<file path="config.mk">
export PLATFORM = sky130hd
export DESIGN_NAME = path_clip_box_containment
export DESIGN_NICKNAME = d
export VERILOG_FILES = /design/src/rtl/core/pcb_pkg.sv /design/src/rtl/core/pcb_box_cmp.sv /design/src/rtl/core/pcb_path_ctl.sv /design/src/rtl/core/pcb_out_stage.sv /design/src/rtl/core/path_clip_box_containment.sv
export VERILOG_INCLUDE_DIRS = /design/src /design/src/rtl/core
export SDC_FILE = /design/constraint.sdc
export NUM_CORES = 1
export LEC_CHECK = 0
export ABC_AREA = 1
export CORE_ASPECT_RATIO = 0.9
export CORE_MARGIN = 2
export CORE_UTILIZATION = 45
export DETAILED_ROUTE_END_ITERATION = 8
export DONT_BUFFER_PORTS = 1
export HOLD_SLACK_MARGIN = 0.02
export PLACE_DENSITY = 0.61
export SLEW_MARGIN = 5
export SYNTH_ARGS = -nofsm -noshare
export SYNTH_HDL_FRONTEND = slang
export SYNTH_SLANG_ARGS = --single-unit
export TNS_END_PERCENT = 100
</file>
<file path="constraint.sdc">
create_clock -name aclk -period 6.7 [get_ports aclk]
set_input_delay 0.335 -clock aclk [delete_from_list [all_inputs] [get_ports aclk]]
set_output_delay 0.335 -clock aclk [all_outputs]
set_load 0.01 [all_outputs]
</file>
<file path="src/rtl/core/path_clip_box_containment_defines.svh">
// Assertion macros shared by the path clip-box containment RTL.
`ifndef PATH_CLIP_BOX_CONTAINMENT_DEFINES_SVH
`define PATH_CLIP_BOX_CONTAINMENT_DEFINES_SVH

// Check a property on aclk, held off while aresetn is low.
`define PCB_ASSERT(lbl, prop, msg) \
    lbl: assert property (@(posedge aclk) disable iff (!aresetn) prop) else $error(msg);

// Check a property on aclk at every edge, reset included.
`define PCB_ASSERT_ALWAYS(lbl, prop, msg) \
    lbl: assert property (@(posedge aclk) prop) else $error(msg);

`endif

</file>
<file path="src/rtl/core/pcb_pkg.sv">
// Package with types, codes and constants of the path clip-box containment block.
package pcb_pkg;

    localparam int unsigned DEF_MAX_PATH_LEN = 65536;
    localparam int unsigned COORD_W          = 32;
    localparam int unsigned INDEX_W          = 17;
    localparam logic [INDEX_W-1:0] NONE_INDEX = 17'h10000;
    localparam logic [1:0] PENDING_MASK      = 2'h3;

    typedef enum logic [2:0] {
        CMD_MOVE  = 3'd0,
        CMD_LINE  = 3'd1,
        CMD_QUAD  = 3'd2,
        CMD_CUBIC = 3'd3,
        CMD_CLOSE = 3'd4
    } pcb_cmd_t;

    typedef enum logic [1:0] {
        ST_BOUNDED   = 2'd0,
        ST_UNBOUNDED = 2'd1,
        ST_INVALID   = 2'd2
    } pcb_status_t;

    typedef enum logic [1:0] {
        REG_MIN_X = 2'd0,
        REG_MIN_Y = 2'd1,
        REG_MAX_X = 2'd2,
        REG_MAX_Y = 2'd3
    } pcb_reg_t;

    typedef struct packed {
        logic signed [COORD_W-1:0] min_x;
        logic signed [COORD_W-1:0] min_y;
        logic signed [COORD_W-1:0] max_x;
        logic signed [COORD_W-1:0] max_y;
    } pcb_box_t;

    typedef struct packed {
        logic [2:0]                cmd;
        logic signed [COORD_W-1:0] point_x;
        logic signed [COORD_W-1:0] point_y;
        logic                      path_end;
    } pcb_vertex_t;

    typedef struct packed {
        logic [1:0]                status;
        logic [INDEX_W-1:0]        outside_index;
        logic signed [COORD_W-1:0] move_x;
        logic signed [COORD_W-1:0] move_y;
    } pcb_result_t;

endpackage

</file>
<file path="src/rtl/core/pcb_box_cmp.sv">
// Inclusive point-in-box compare against the configured clip box.
module pcb_box_cmp
    import pcb_pkg::*;
(
    input  pcb_box_t                  box,
    input  logic signed [COORD_W-1:0] point_x,
    input  logic signed [COORD_W-1:0] point_y,
    output logic                      in_box
);

    always_comb begin
        in_box = ($signed(point_x) >= $signed(box.min_x)) &&
                 ($signed(point_y) >= $signed(box.min_y)) &&
                 ($signed(point_x) <= $signed(box.max_x)) &&
                 ($signed(point_y) <= $signed(box.max_y));
    end

endmodule

</file>
<file path="src/rtl/core/pcb_path_ctl.sv">
// Per-path state: command order, curve points, first fault and the result value.
`include "path_clip_box_containment_defines.svh"
module pcb_path_ctl
    import pcb_pkg::*;
#(
    parameter int unsigned MAX_PATH_LEN = DEF_MAX_PATH_LEN
)
(
    input  logic        aclk,
    input  logic        aresetn,
    input  logic        step_en,
    input  pcb_vertex_t vtx,
    input  logic        in_box,
    output pcb_result_t result
);

    localparam logic [31:0] MaxLen = 32'(MAX_PATH_LEN);

    logic               has_initial_reg, has_initial_next;
    logic [1:0]         pending_reg, pending_next;
    logic               decided_reg, decided_next;
    logic [1:0]         verdict_reg, verdict_next;
    logic [INDEX_W-1:0] count_reg, count_next;
    logic [INDEX_W-1:0] seg_start_reg, seg_start_next;
    logic [INDEX_W-1:0] found_reg, found_next;
    logic signed [COORD_W-1:0] move_x_reg, move_x_next;
    logic signed [COORD_W-1:0] move_y_reg, move_y_next;

    logic test;
    logic count_adv;

    assign count_adv = (({15'd0, count_reg} + 32'd1) < MaxLen);

    always_comb begin
        has_initial_next = has_initial_reg;
        pending_next     = pending_reg;
        decided_next     = decided_reg;
        verdict_next     = verdict_reg;
        seg_start_next   = seg_start_reg;
        found_next       = found_reg;
        move_x_next      = move_x_reg;
        move_y_next      = move_y_reg;
        test             = 1'b0;

        if (!decided_reg) begin
            if (pending_reg != 2'd0) begin
                // further control point of a running curve: cmd is ignored
                pending_next = (pending_reg - 2'd1) & PENDING_MASK;
                test         = 1'b1;
            end else begin
                seg_start_next = count_reg;
                unique case (vtx.cmd) inside
                    CMD_MOVE: begin
                        has_initial_next = 1'b1;
                        move_x_next      = vtx.point_x;
                        move_y_next      = vtx.point_y;
                        test             = 1'b1;
                    end
                    CMD_CLOSE: begin
                        has_initial_next = 1'b0;
                    end
                    CMD_LINE, CMD_QUAD, CMD_CUBIC: begin
                        if (has_initial_reg) begin
                            pending_next = (vtx.cmd[1:0] - 2'd1) & PENDING_MASK;
                            test         = 1'b1;
                        end else begin
                            decided_next = 1'b1;
                            verdict_next = ST_INVALID;
                        end
                    end
                    default: begin
                        decided_next = 1'b1;
                        verdict_next = ST_INVALID;
                    end
                endcase
            end
            if (test && !in_box) begin
                decided_next = 1'b1;
                verdict_next = ST_UNBOUNDED;
                found_next   = seg_start_next;
            end
        end

        count_next = count_adv ? (count_reg + 17'd1) : count_reg;

        result.status        = verdict_next;
        result.outside_index = (verdict_next == ST_UNBOUNDED) ? found_next : NONE_INDEX;
        result.move_x        = (verdict_next == ST_BOUNDED) ? '0 : move_x_next;
        result.move_y        = (verdict_next == ST_BOUNDED) ? '0 : move_y_next;
    end

    always_ff @(posedge aclk) begin
        if (!aresetn || (step_en && vtx.path_end)) begin
            has_initial_reg <= 1'b0;
            pending_reg     <= 2'd0;
            decided_reg     <= 1'b0;
            verdict_reg     <= ST_BOUNDED;
            count_reg       <= '0;
            seg_start_reg   <= '0;
            found_reg       <= NONE_INDEX;
            move_x_reg      <= '0;
            move_y_reg      <= '0;
        end else if (step_en) begin
            has_initial_reg <= has_initial_next;
            pending_reg     <= pending_next;
            decided_reg     <= decided_next;
            verdict_reg     <= verdict_next;
            count_reg       <= count_next;
            seg_start_reg   <= seg_start_next;
            found_reg       <= found_next;
            move_x_reg      <= move_x_next;
            move_y_reg      <= move_y_next;
        end
    end

    `PCB_ASSERT(a_decided_matches_verdict, decided_reg == (verdict_reg != ST_BOUNDED), "decided flag disagrees with verdict")
    `PCB_ASSERT(a_unbounded_has_index, (verdict_reg == ST_UNBOUNDED) |-> (found_reg != NONE_INDEX), "unbounded path without an outside index")
    `PCB_ASSERT(a_curve_needs_start, (pending_reg != 2'd0) |-> has_initial_reg, "curve points pending without an initial point")
    `PCB_ASSERT(a_clear_after_end, (step_en && vtx.path_end) |=> (!decided_reg && count_reg == '0 && pending_reg == 2'd0), "path state not cleared after last vertex")

endmodule

</file>
<file path="src/rtl/core/pcb_out_stage.sv">
// Result register that holds a finished result until the sink takes it.
module pcb_out_stage
    import pcb_pkg::*;
(
    input  logic        aclk,
    input  logic        aresetn,
    input  logic        load,
    input  pcb_result_t load_data,
    input  logic        m_tready,
    output logic        m_tvalid,
    output pcb_result_t data
);

    logic        valid_reg;
    pcb_result_t data_reg;

    always_ff @(posedge aclk) begin
        if (!aresetn) begin
            valid_reg <= 1'b0;
        end else if (load) begin
            valid_reg <= 1'b1;
        end else if (m_tready) begin
            valid_reg <= 1'b0;
        end
    end

    always_ff @(posedge aclk) begin
        if (load) begin
            data_reg <= load_data;
        end
    end

    assign m_tvalid = valid_reg;
    assign data     = data_reg;

endmodule

</file>
<file path="src/rtl/core/path_clip_box_containment.sv">
// Top level of the path clip-box containment checker.
//
//  Channel  | Ports                     | Carries
//  ---------+---------------------------+-------------------------------------------
//  input    | s_tvalid/s_tready/s_tdata | one path vertex: point, cmd in tuser, tlast
//  result   | m_tvalid/m_tready/m_tdata | verdict on the path_end vertex, status tuser
//  config   | psel/penable/pwrite/paddr | clip box bounds, four 32-bit registers
//
//  One vertex per cycle unless a path_end vertex is held: a vertex sits in the input
//  register while the box compare and the path state update run, and the result
//  register takes the verdict; m_tvalid rises as it takes a path_end vertex's verdict.
//  Vertices that carry no path_end keep flowing while a result waits at m_*; only a
//  path_end vertex holds in the input register until the result register is free.
//  Reset (aresetn low, synchronous) clears the path state, the box and both valids.
//  Per-path state clears itself after the path_end vertex.
module path_clip_box_containment
    import pcb_pkg::*;
#(
    parameter int unsigned MAX_PATH_LEN = DEF_MAX_PATH_LEN
)
(
    input  logic        aclk,
    input  logic        aresetn,
    // APB configuration
    input  logic        psel,
    input  logic        penable,
    input  logic        pwrite,
    input  logic [3:0]  paddr,
    input  logic [31:0] pwdata,
    output logic [31:0] prdata,
    output logic        pready,
    // vertex requests
    input  logic        s_tvalid,
    output logic        s_tready,
    input  logic [63:0] s_tdata,   // point_x [31:0], point_y [63:32]
    input  logic [2:0]  s_tuser,   // cmd [2:0]
    input  logic        s_tlast,   // path_end
    // result requests
    output logic        m_tvalid,
    input  logic        m_tready,
    output logic [87:0] m_tdata,   // outside_index [16:0], move_x [48:17], move_y [80:49]
    output logic [1:0]  m_tuser    // status [1:0]
);

    pcb_box_t    box_reg;
    logic        in_valid_reg;
    pcb_vertex_t in_reg;
    logic        advance;
    logic        in_box;
    logic        cfg_write;
    pcb_result_t result;
    pcb_result_t out_data;

    // Configuration: write on the access cycle, reads straight from the box.
    assign pready    = 1'b1;
    assign cfg_write = psel && penable && pwrite && pready;

    always_ff @(posedge aclk) begin
        if (!aresetn) begin
            box_reg <= '0;
        end else if (cfg_write) begin
            unique case (paddr[3:2])
                REG_MIN_X: box_reg.min_x <= pwdata;
                REG_MIN_Y: box_reg.min_y <= pwdata;
                REG_MAX_X: box_reg.max_x <= pwdata;
                REG_MAX_Y: box_reg.max_y <= pwdata;
                default:   box_reg       <= box_reg;
            endcase
        end
    end

    always_comb begin
        unique case (paddr[3:2])
            REG_MIN_X: prdata = box_reg.min_x;
            REG_MIN_Y: prdata = box_reg.min_y;
            REG_MAX_X: prdata = box_reg.max_x;
            REG_MAX_Y: prdata = box_reg.max_y;
            default:   prdata = '0;
        endcase
    end

    // Advance the held vertex unless it carries a result and the result register is full.
    assign advance  = in_valid_reg && (!in_reg.path_end || !m_tvalid || m_tready);
    assign s_tready = !in_valid_reg || advance;

    always_ff @(posedge aclk) begin
        if (!aresetn) begin
            in_valid_reg <= 1'b0;
        end else if (s_tready) begin
            in_valid_reg <= s_tvalid;
        end
    end

    always_ff @(posedge aclk) begin
        if (s_tready && s_tvalid) begin
            in_reg.cmd      <= s_tuser;
            in_reg.point_x  <= s_tdata[31:0];
            in_reg.point_y  <= s_tdata[63:32];
            in_reg.path_end <= s_tlast;
        end
    end

    pcb_box_cmp u_box_cmp (
        .box     (box_reg),
        .point_x (in_reg.point_x),
        .point_y (in_reg.point_y),
        .in_box  (in_box)
    );

    pcb_path_ctl #(
        .MAX_PATH_LEN (MAX_PATH_LEN)
    ) u_path_ctl (
        .aclk    (aclk),
        .aresetn (aresetn),
        .step_en (advance),
        .vtx     (in_reg),
        .in_box  (in_box),
        .result  (result)
    );

    pcb_out_stage u_out_stage (
        .aclk      (aclk),
        .aresetn   (aresetn),
        .load      (advance && in_reg.path_end),
        .load_data (result),
        .m_tready  (m_tready),
        .m_tvalid  (m_tvalid),
        .data      (out_data)
    );

    assign m_tdata = {7'd0, out_data.move_y, out_data.move_x, out_data.outside_index};
    assign m_tuser = out_data.status;

endmodule

</file>
==> results of run 1 <==
==> logic make-up after synthesis <==
logic type	count (synthesis)
and+or+nand+nor	594
AOI/OAI and AO/OA	720
buffers and inverters	539
xor gates and xnor gates	4
other	2
DFF	402
adders and majority gates	129
==> cells in the final DEF, fill, tap and decap left out, drive strengths merged <==
| cell type | synthesis | final |
|---|---|---|
| o22ai | 7 | 7 |
| buf | 20 | 16 |
| nand4 | 29 | 29 |
| nor3 | 7 | 7 |
| ha | 129 | 129 |
| a21oi | 392 | 392 |
| a211oi | 1 | 1 |
| nand2 | 338 | 338 |
| xor2 | 3 | 3 |
| a21o | 2 | 2 |
| nand3 | 45 | 45 |
| diode | 0 | 4 |
| dlygate4sd3 | 0 | 103 |
| nand3b | 1 | 1 |
| clkinv | 3 | 16 |
| conb | 2 | 8 |
| or2 | 2 | 2 |
| inv | 414 | 415 |
| bufinv | 0 | 2 |
| xnor2 | 1 | 1 |
| o21a | 12 | 12 |
| and3 | 1 | 1 |
| nor4 | 4 | 4 |
| clkbuf | 102 | 63 |
| o21ai | 304 | 304 |
| nor2 | 167 | 167 |
| edfxtp | 151 | 151 |
| a21boi | 1 | 1 |
| dfxtp | 251 | 251 |
| o21ba | 1 | 1 |
==> metrics by stage <==
stage	hold WS (ps)	util [%]	instances	area [sq um]
after floorplan	424.5	-	2396	19540
after global placement	433.9	46.22	2844	19820
after detailed placement	433.9	46.22	2844	19820
after CTS	188.4	51.93	3027	22270
after global routing	224.4	51.95	3030	22280
final	214.8	51.95	3031	22280
==> worst min-delay path by stage <==
stage / startpoint / end / slack [ps] / cells after the start
4_1_cts: aresetn / box_reg[122] / 190 / 3
5_1_grt: aresetn / box_reg[58] / 220 / 3
3_5_place_dp: s_tdata[6] / in_reg[39] / 430 / 0
3_3_place_gp: s_tdata[17] / in_reg[50] / 430 / 0
6_report: aresetn / box_reg[126] / 210 / 3
2_1_floorplan: u_path_ctl.seg_start_reg[10] / u_path_ctl.seg_start_reg[10] / 420 / 2
==> metal layers <==
metal	up-vias	routed length [um]
met1	7530	25040
met3	95	3866
met4	0	1767
li1	7939	-
met2	543	22010
met5	-	0
==> power groups by stage <==
stage                     registers [uW]  logic, uW  clock network [uW]
after floorplan                     2740        401                   0
after global placement              2760        472                   0
after detailed placement            2760        494                   0
after CTS                           2710        569                2410
after global routing                2720        652                2510
final                               2710        568                2370
==> worst max-delay path, cell delays in order, from the launching register on <==
cell      delay [ps]
edfxtp_1         520
ha_1             400
nand2_1           90
nor2_1           130
nand2_1          110
nor4_2           180
nand2_1          110
nand3_1           70
nand3_1          160
nand2_1          130
inv_2             50
nand2_4          190
nand3_2          470
nand2_2          360
nand3_4          680
nand2_1          250
inv_1             70
==> layout make-up <==
class                           instances  area (sq um)  area share [%]
Timing Repair Buffer                  119          1171           5.257
Inverter                              417          1567           7.031
Sequential cell                       402          9559           42.91
Multi-Input combinational cell       1455          7886           35.40
Antenna cell                            4         10.01         0.04493
Tap cell                              555         694.4           3.117
Clock inverter                         16         168.9          0.7582
Clock buffer                           63          1222           5.487
==> repair_timing <==
item / 4_1_cts / 5_1_grt
hold buffers: 104 / 0
endpoints found under the hold margin: 198 / 0
resized for setup: 0 / 0
==> flow_summary.yaml, run 1 <==
run_status:
  outcome: "complete, no violations"
routing:
  post_drt_wl_per_cell_um: 17.38
  dr.pass1.iters: 6
  drtAntennaViolNets: 0
  wirelength_um: 52690
  vias_per_cell: 5.314
  route.detailed.drc: 0
  vias: 16110
  drtIter0Drc: 1293
floorplan:
  ioPinCount: 236
  core_sq_um: 42880
  dieWidth_um: 223.5
  die_y_um: 201.6
  dieArea_sq_um: 45060
  start_util_pct: 45.52
  rows: 72
logic_synthesis:
  synth_edf_count: 151
  yosys.area_share.simple_pct: 12.74
  synth_seq_cells: 402
  async_flop_share_pct: 0
  synthXorXnorAreaFrac_pct: 0.1795
  ys_warn_count: 0
  synthTopCellsByArea: "dfxtp_1, edfxtp_1, a21oi_1"
  synth_flop_cell: "dfxtp_1"
  synth-seq-area-share_pct: 48.97
  ys_types: 40
  avgSynthCellArea_sq_um: 8.168
  synth_top_family_by_area: "compound AO/OA/AOI/OAI gates"
  synth.mux.area_fraction_pct: 0
  synth_cells: 2390
  synth_most_common_cell: "inv_1"
  syn_area_sq_um: 19520
  synth_top_area_cell: "dfxtp_1"
  synth_compound_area_share_pct: 18.93
  synthAdderAreaFrac_pct: 8.268
  synth_common_cells: "inv_1, a21oi_1, nand2_1"
  yosysTopAreaCellShare_pct: 25.74
grt:
  grt_use_met2_pct: 34.22
  grt_use_total_pct: 23.19
  use_met3_pct: 4.877
  grt_pass1_vias: 14980
  grt_pass1_wl_um: 82220
  grt_busiest_layer: "met2"
  antenna_found_initial: 4
  grt_max_degree: 130
  use_met1_pct: 33.38
  overflow: 0
critical_path:
  cp-end-kind: "flip-flop"
  timing.rr.start: "in_reg[64]"
  crit_fanout: 64
  cp_data_required_time_ps: 7020
  worst_setup_path_start_kind: "flip-flop"
  r2r_setup_slack_ps: 2380
  r2r_end: "u_out_stage.data[0]"
  crit_end: "u_out_stage.data[0]"
  ff2ff_path_depth: 16
  worst_ep_arrival_time_ps: 4640
  critical_path_class: "reg -> reg"
  cp-startpoint: "in_reg[64]"
cells_and_area:
  n_fill_cell: 3983
  syn2layout_area_growth_pct: 14.13
  drive_gt1_share_pct: 4.652
  largest_reg_flops: 128
  fin_nets: 2678
clock_tree:
  cts_setup_buffers: 0
  root_buffer: "clkbuf_16"
  cts.sinks: 402
  cts_tree: "built"
  insertion_delay_ps: 590
  cts-buffers-inserted: 43
  clk_path_buf_depth: 3
  h-tree-depth: 2
  cts.clk_slew.worst_paths_ps: 60
power_and_ir_drop:
  pwr-share-clk_pct: 41.9
  switching_share_pct: 25.66
  comb_power_share_pct: 10.1
  pwr-share-seq_pct: 48.0
  total_power_uw: 5647
  switchingPower_uw: 1449
  p_leak_uw: 0.009356
  p_int_uw: 4198
  powerDensity_nw_per_um2: 253.4
  peakVddDrop_mv: 0.2026
place:
  place_ws_ps: 2326
  hpwlAfterDp_um: 36240
  portBuffers: 0
  gp_congestion: 0.8764
timing:
  finClkSkew_ps: 26.55
  tns_ps: 0
  fmax_mhz: 231.4
  final.setup.worst_slack_ps: 2378
  min_period_ps: 4322
  max_slew_margin_pct: 33.94
  hold_viol: 0
  final-max-slew-violation-count: 0
  period_share_pct: 64.51
  rsz0062_at_grt: "no"
  setup_viol: 0
  tightest_slew_ps: 989.8
job:
  cap_violations: 0
min_path:
  hold_path_class: "in -> reg"
Power figures use the tool's default switching activity.
==> run 2: changes to the inputs <==
- clock period: 6.7 -> 4.02 ns (I/O delays scaled with it)
==> flow_summary.yaml, run 2 (synthesis gave the netlist of run 1 again) <==
run_status:
  outcome: "complete, no violations"
cells_and_area:
  fin_nets: 2685
  drive_gt1_share_pct: 5.242
  postLayoutCellArea_sq_um: 22460
  layout_common_cells: "inv_1, a21oi_1, nand2_1"
  syn2layout_area_growth_pct: 15.05
  layout_commonest_cell: "inv_1"
  n_fill_cell: 3934
  largest_reg_flops: 128
critical_path:
  cp_data_required_time_ps: 4460
  worst_setup_path_start_kind: "flip-flop"
  timing.rr.start: "in_reg[64]"
  cp-end-kind: "flip-flop"
  r2r_end: "u_out_stage.data[45]"
  critical_path_class: "reg -> reg"
  worst_ep_arrival_time_ps: 4050
  ff2ff_path_depth: 18
  crit_fanout: 64
  r2r_setup_slack_ps: 410
grt:
  grt_pass1_wl_um: 82350
  overflow: 0
  grt_max_degree: 130
  grt_use_total_pct: 23.13
  antenna_found_initial: 7
  grt_pass1_vias: 14910
min_path:
  holdPathStages: 5
  hold_path_end: "box_reg[96]"
  hold_path_class: "in -> reg"
  hold_start: "paddr[3]"
timing:
  hold_viol: 0
  tns_ps: 0
  finClkSkew_ps: 27.53
  fmax_mhz: 277.3
  setup_viol: 0
  rsz0062_at_grt: "no"
  tightest_slew_ps: 933.3
  period_share_pct: 89.70
  min_period_ps: 3606
  final-max-slew-violation-count: 0
  max_slew_margin_pct: 37.63
power_and_ir_drop:
  switching_share_pct: 25.00
  peakVddDrop_mv: 0.3290
  p_leak_uw: 0.009447
  switchingPower_uw: 2407
  comb_power_share_pct: 9.9
  pwr-share-seq_pct: 46.9
  powerDensity_nw_per_um2: 428.7
  p_int_uw: 7221
  pwr-share-clk_pct: 43.2
floorplan:
  core_sq_um: 42880
  dieArea_sq_um: 45060
  dieWidth_um: 223.5
  die_y_um: 201.6
  ioPinCount: 236
  rows: 72
  start_util_pct: 45.52
routing:
  post_drt_wl_per_cell_um: 17.26
  wirelength_um: 52480
  drtIter0Drc: 1244
  drtAntennaViolNets: 0
  dr.pass1.iters: 7
  route.detailed.drc: 0
  vias: 15890
  vias_per_cell: 5.228
clock_tree:
  cts_setup_buffers: 0
  insertion_delay_ps: 570
  h-tree-depth: 2
  cts.sinks: 402
  root_buffer: "clkbuf_16"
  cts-buffers-inserted: 44
  cts.clk_slew.worst_paths_ps: 60
  cts_tree: "built"
  clk_path_buf_depth: 3
place:
  placed_cell_area_sq_um: 19880
  gp_congestion: 0.9028
  hpwlAfterDp_um: 36390
  portBuffers: 0
job:
  cap_violations: 0
run 2: cell types whose count changed in the layout (fill, tap and decap cells not counted), moves of 2 or more:
cell and change:
buf_4 +3, clkinv_1 -2, buf_12 +2, clkbuf_8 +5, clkbuf_1 -6, clkbuf_16 +2
clkinv_2 +2, clkinvlp_4 +2
run 2: power groups by stage:
stage / clock network, uW / logic (uW) / registers (uW)
floorplan: 0 / 668 / 4560
global placement: 0 / 793 / 4600
detailed placement: 0 / 829 / 4610
CTS: 4240 / 953 / 4520
global route: 4400 / 1100 / 4540
finish: 4160 / 953 / 4520
run 2: metrics by stage:
stage	instances	setup slack [ps]	hold WS, ps	total power (uW)	utilization [%]
after floorplan	2396	1231	299.9	5231	-
after global placement	2849	498.8	299.9	5397	46.36
after detailed placement	2849	395.6	299.9	5437	46.36
after CTS	3035	367.3	21.98	9711	52.35
after global routing	3038	86.20	85.95	10030	52.36
final	3040	414.0	68.83	9628	52.38
run 2: cell type report:
type,count,area [sq um],share of cell area [%]
Sequential cell,402,9559,42.56
Multi-Input combinational cell,1455,7886,35.11
Inverter,417,1567,6.975
Clock buffer,64,1319,5.872
Timing Repair Buffer,125,1244,5.538
Tap cell,555,694.4,3.092
Clock inverter,17,177.7,0.7911
Antenna cell,5,12.51,0.05571
run 2: timing repair:
| action | in CTS | in global routing |
|---|---|---|
| hold endpoints to repair | 198 | 0 |
| hold buffers | 105 | 0 |
| resized for setup | 0 | 0 |
run 2: worst max-delay path, cell delays in order, from the launching register on:
cell and delay (ps):
edfxtp_1 510, ha_1 390, nand2_1 80, nor2_1 130
nand2_1 100, nor4_2 180, nand2_1 110, nand2_1 70
nand2_1 50, nand3_1 160, nand2_1 110, inv_2 70
nand2_4 140, nand3_2 220, nand2_2 160, nand3_4 80
buf_4 610, nand2_1 130, inv_1 90
run 2: metal layers:
layer	track usage [%]	part of all wire (%)
met1	33.39	49
met2	34.49	42
met3	4.804	6.4
met4	7.619	2.8
met5	0	0.013
run 2: how the worst max path moves through the flow:
stage                               startpoint  slack, ps  cells past startpoint                   end
after detailed placement            in_reg[64]        400                     18  u_out_stage.data[46]
after global placement              in_reg[64]        500                     18  u_out_stage.data[39]
after floorplan           u_out_stage.m_tvalid       1230                      7   u_out_stage.data[0]
after CTS                           in_reg[64]        370                     18  u_out_stage.data[60]
after global routing                in_reg[64]         90                     18  u_out_stage.data[48]
final                               in_reg[64]        410                     18  u_out_stage.data[45]
==> run 3: changes to the inputs <==
- CORE_MARGIN: 2 -> default
- CTS_BUF_LIST: default -> sky130_fd_sc_hd__clkbuf_8
==> flow_summary.yaml, run 3 (synthesis gave the netlist of run 1 again) <==
timing:
  min_period_ps: 3474
  tns_ps: 0
  max_slew_margin_pct: 36.49
  final-max-slew-violation-count: 0
  setup_viol: 0
  period_share_pct: 86.42
  final.setup.worst_slack_ps: 545.7
  tightest_slew_ps: 950.4
  finClkSkew_ps: 26.78
  fmax_mhz: 287.8
  rsz0062_at_grt: "no"
  hold_viol: 0
power_and_ir_drop:
  total_power_uw: 8873
  powerDensity_nw_per_um2: 399.4
  p_leak_uw: 0.009442
  peakVddDrop_mv: 0.2713
critical_path:
  critical_path_class: "reg -> reg"
  path_delay_family: "simple AND/OR/NAND/NOR gates"
  r2r_end: "u_out_stage.data[46]"
  worst_setup_path_start_kind: "flip-flop"
  cpMostUsedCell: "nand2_1"
  r2r_setup_slack_ps: 550
  critPathBufInv: 3
  worst_ep_arrival_time_ps: 3980
  crit_fanout: 64
  cp-end-kind: "flip-flop"
  timing.rr.start: "in_reg[64]"
  cp_data_required_time_ps: 4530
  crit_path_cell_trace: "ha_1 > nand2_1 > nor2_2 > nand2_2 > nor4_4 > nand2_1 > nand3_1 > nand2_1 > nand2_1 > nand2_1 > inv_2 > nand2_4 > nand3_2 > nand2_2 > nand3_4 > buf_4 > nand2_1 > inv_1"
  cp_slowest_stage_delay_ps: 610
  cp-startpoint: "in_reg[64]"
  ff2ff_path_depth: 18
  crit_slowest_cell: "buf_4"
routing:
  wirelength_um: 52020
  vias_per_cell: 5.214
  vias: 16060
  dr.pass1.iters: 5
  route.detailed.drc: 0
  drtAntennaViolNets: 0
  drtIter0Drc: 1326
  post_drt_wl_per_cell_um: 16.89
floorplan:
  core_sq_um: 42880
  ioPinCount: 236
  dieArea_sq_um: 44220
  rows: 72
  dieWidth_um: 221.5
  die_y_um: 199.6
  start_util_pct: 45.52
cells_and_area:
  layout_commonest_cell: "inv_1"
  layout_common_cells: "inv_1, a21oi_1, nand2_1"
  drive_gt1_share_pct: 5.714
  n_fill_cell: 3967
  largest_reg_flops: 128
  post-route-util_pct: 51.81
  syn2layout_area_growth_pct: 13.81
  fin_nets: 2712
grt:
  grt_max_degree: 131
  grt_use_total_pct: 23.33
  grt_pass1_wl_um: 80300
  grt_pass1_vias: 14660
  overflow: 0
  antenna_found_initial: 8
place:
  portBuffers: 0
  hpwlAfterDp_um: 36230
  place_ws_ps: 583.5
  gp_congestion: 0.9045
run_status:
  outcome: "complete, no violations"
min_path:
  holdPathStages: 4
  hold_path_end: "box_reg[64]"
  hold_start: "paddr[3]"
  hold_path_class: "in -> reg"
clock_tree:
  cts-buffers-inserted: 68
  clk_path_buf_depth: 3
  cts_tree: "built"
  h-tree-depth: 3
  cts_setup_buffers: 0
  cts.clk_slew.worst_paths_ps: 60
  root_buffer: "clkbuf_8"
  post_cts_resize_count: 0
  cts.sinks: 402
  insertion_delay_ps: 650
job:
  cap_violations: 0
## run 3: where the power goes
part,internal (uW),switching [uW]
logic,340,615
clock network,1740,1660
registers,4410,111
## run 3: timing repair
action,in CTS,in global routing
setup endpoints to repair,0,0
endpoints found under the hold margin,209,0
hold buffers,107,0
## run 3: tightest hold or removal path: cells and delay by family
family / cells / cell delay (ps)
buffers and inverters: 1 / 240
AOI/OAI and AO/OA: 1 / 190
and+or+nand+nor: 2 / 70
## run 3: cell type report
type / count / area, sq um / share of cell area, %
clock buffer: 73 / 1005 / 4.522
antenna: 5 / 12.51 / 0.05632
multi-input combinational: 1455 / 7886 / 35.50
inverter: 417 / 1567 / 7.051
clock inverter: 45 / 222.7 / 1.002
sequential: 402 / 9559 / 43.03
timing repair buffer: 128 / 1271 / 5.722
tap: 555 / 694.4 / 3.126
## run 3: through the flow
| stage | instances | hold WS [ps] | area, sq um |
|---|---|---|---|
| finish | 3080 | 130.4 | 22220 |
| global route | 3079 | 95.25 | 22220 |
| CTS | 3075 | 70.50 | 22210 |
| detailed placement | 2850 | 299.9 | 19890 |
| global placement | 2850 | 299.9 | 19890 |
| floorplan | 2396 | 299.9 | 19540 |
## run 3: worst max path at each step
stage | endpoint | slack (ps) | depth (start not counted)
final | u_out_stage.data[46] | 550 | 18
after global routing | u_out_stage.data[46] | 230 | 20
after CTS | u_out_stage.data[46] | 570 | 18
after detailed placement | u_out_stage.data[46] | 580 | 18
after global placement | u_out_stage.data[43] | 640 | 18
after floorplan | u_out_stage.data[0] | 1230 | 7
## run 3: per-layer routing
layer / global-route usage (%) / vias to the layer above / routed length, um
li1: - / 8024 / -
met5: 0 / - / 32
met4: 9.465 / 6 / 1637
met3: 5.881 / 112 / 3597
met1: 32.85 / 7415 / 25130
met2: 34.05 / 501 / 21620
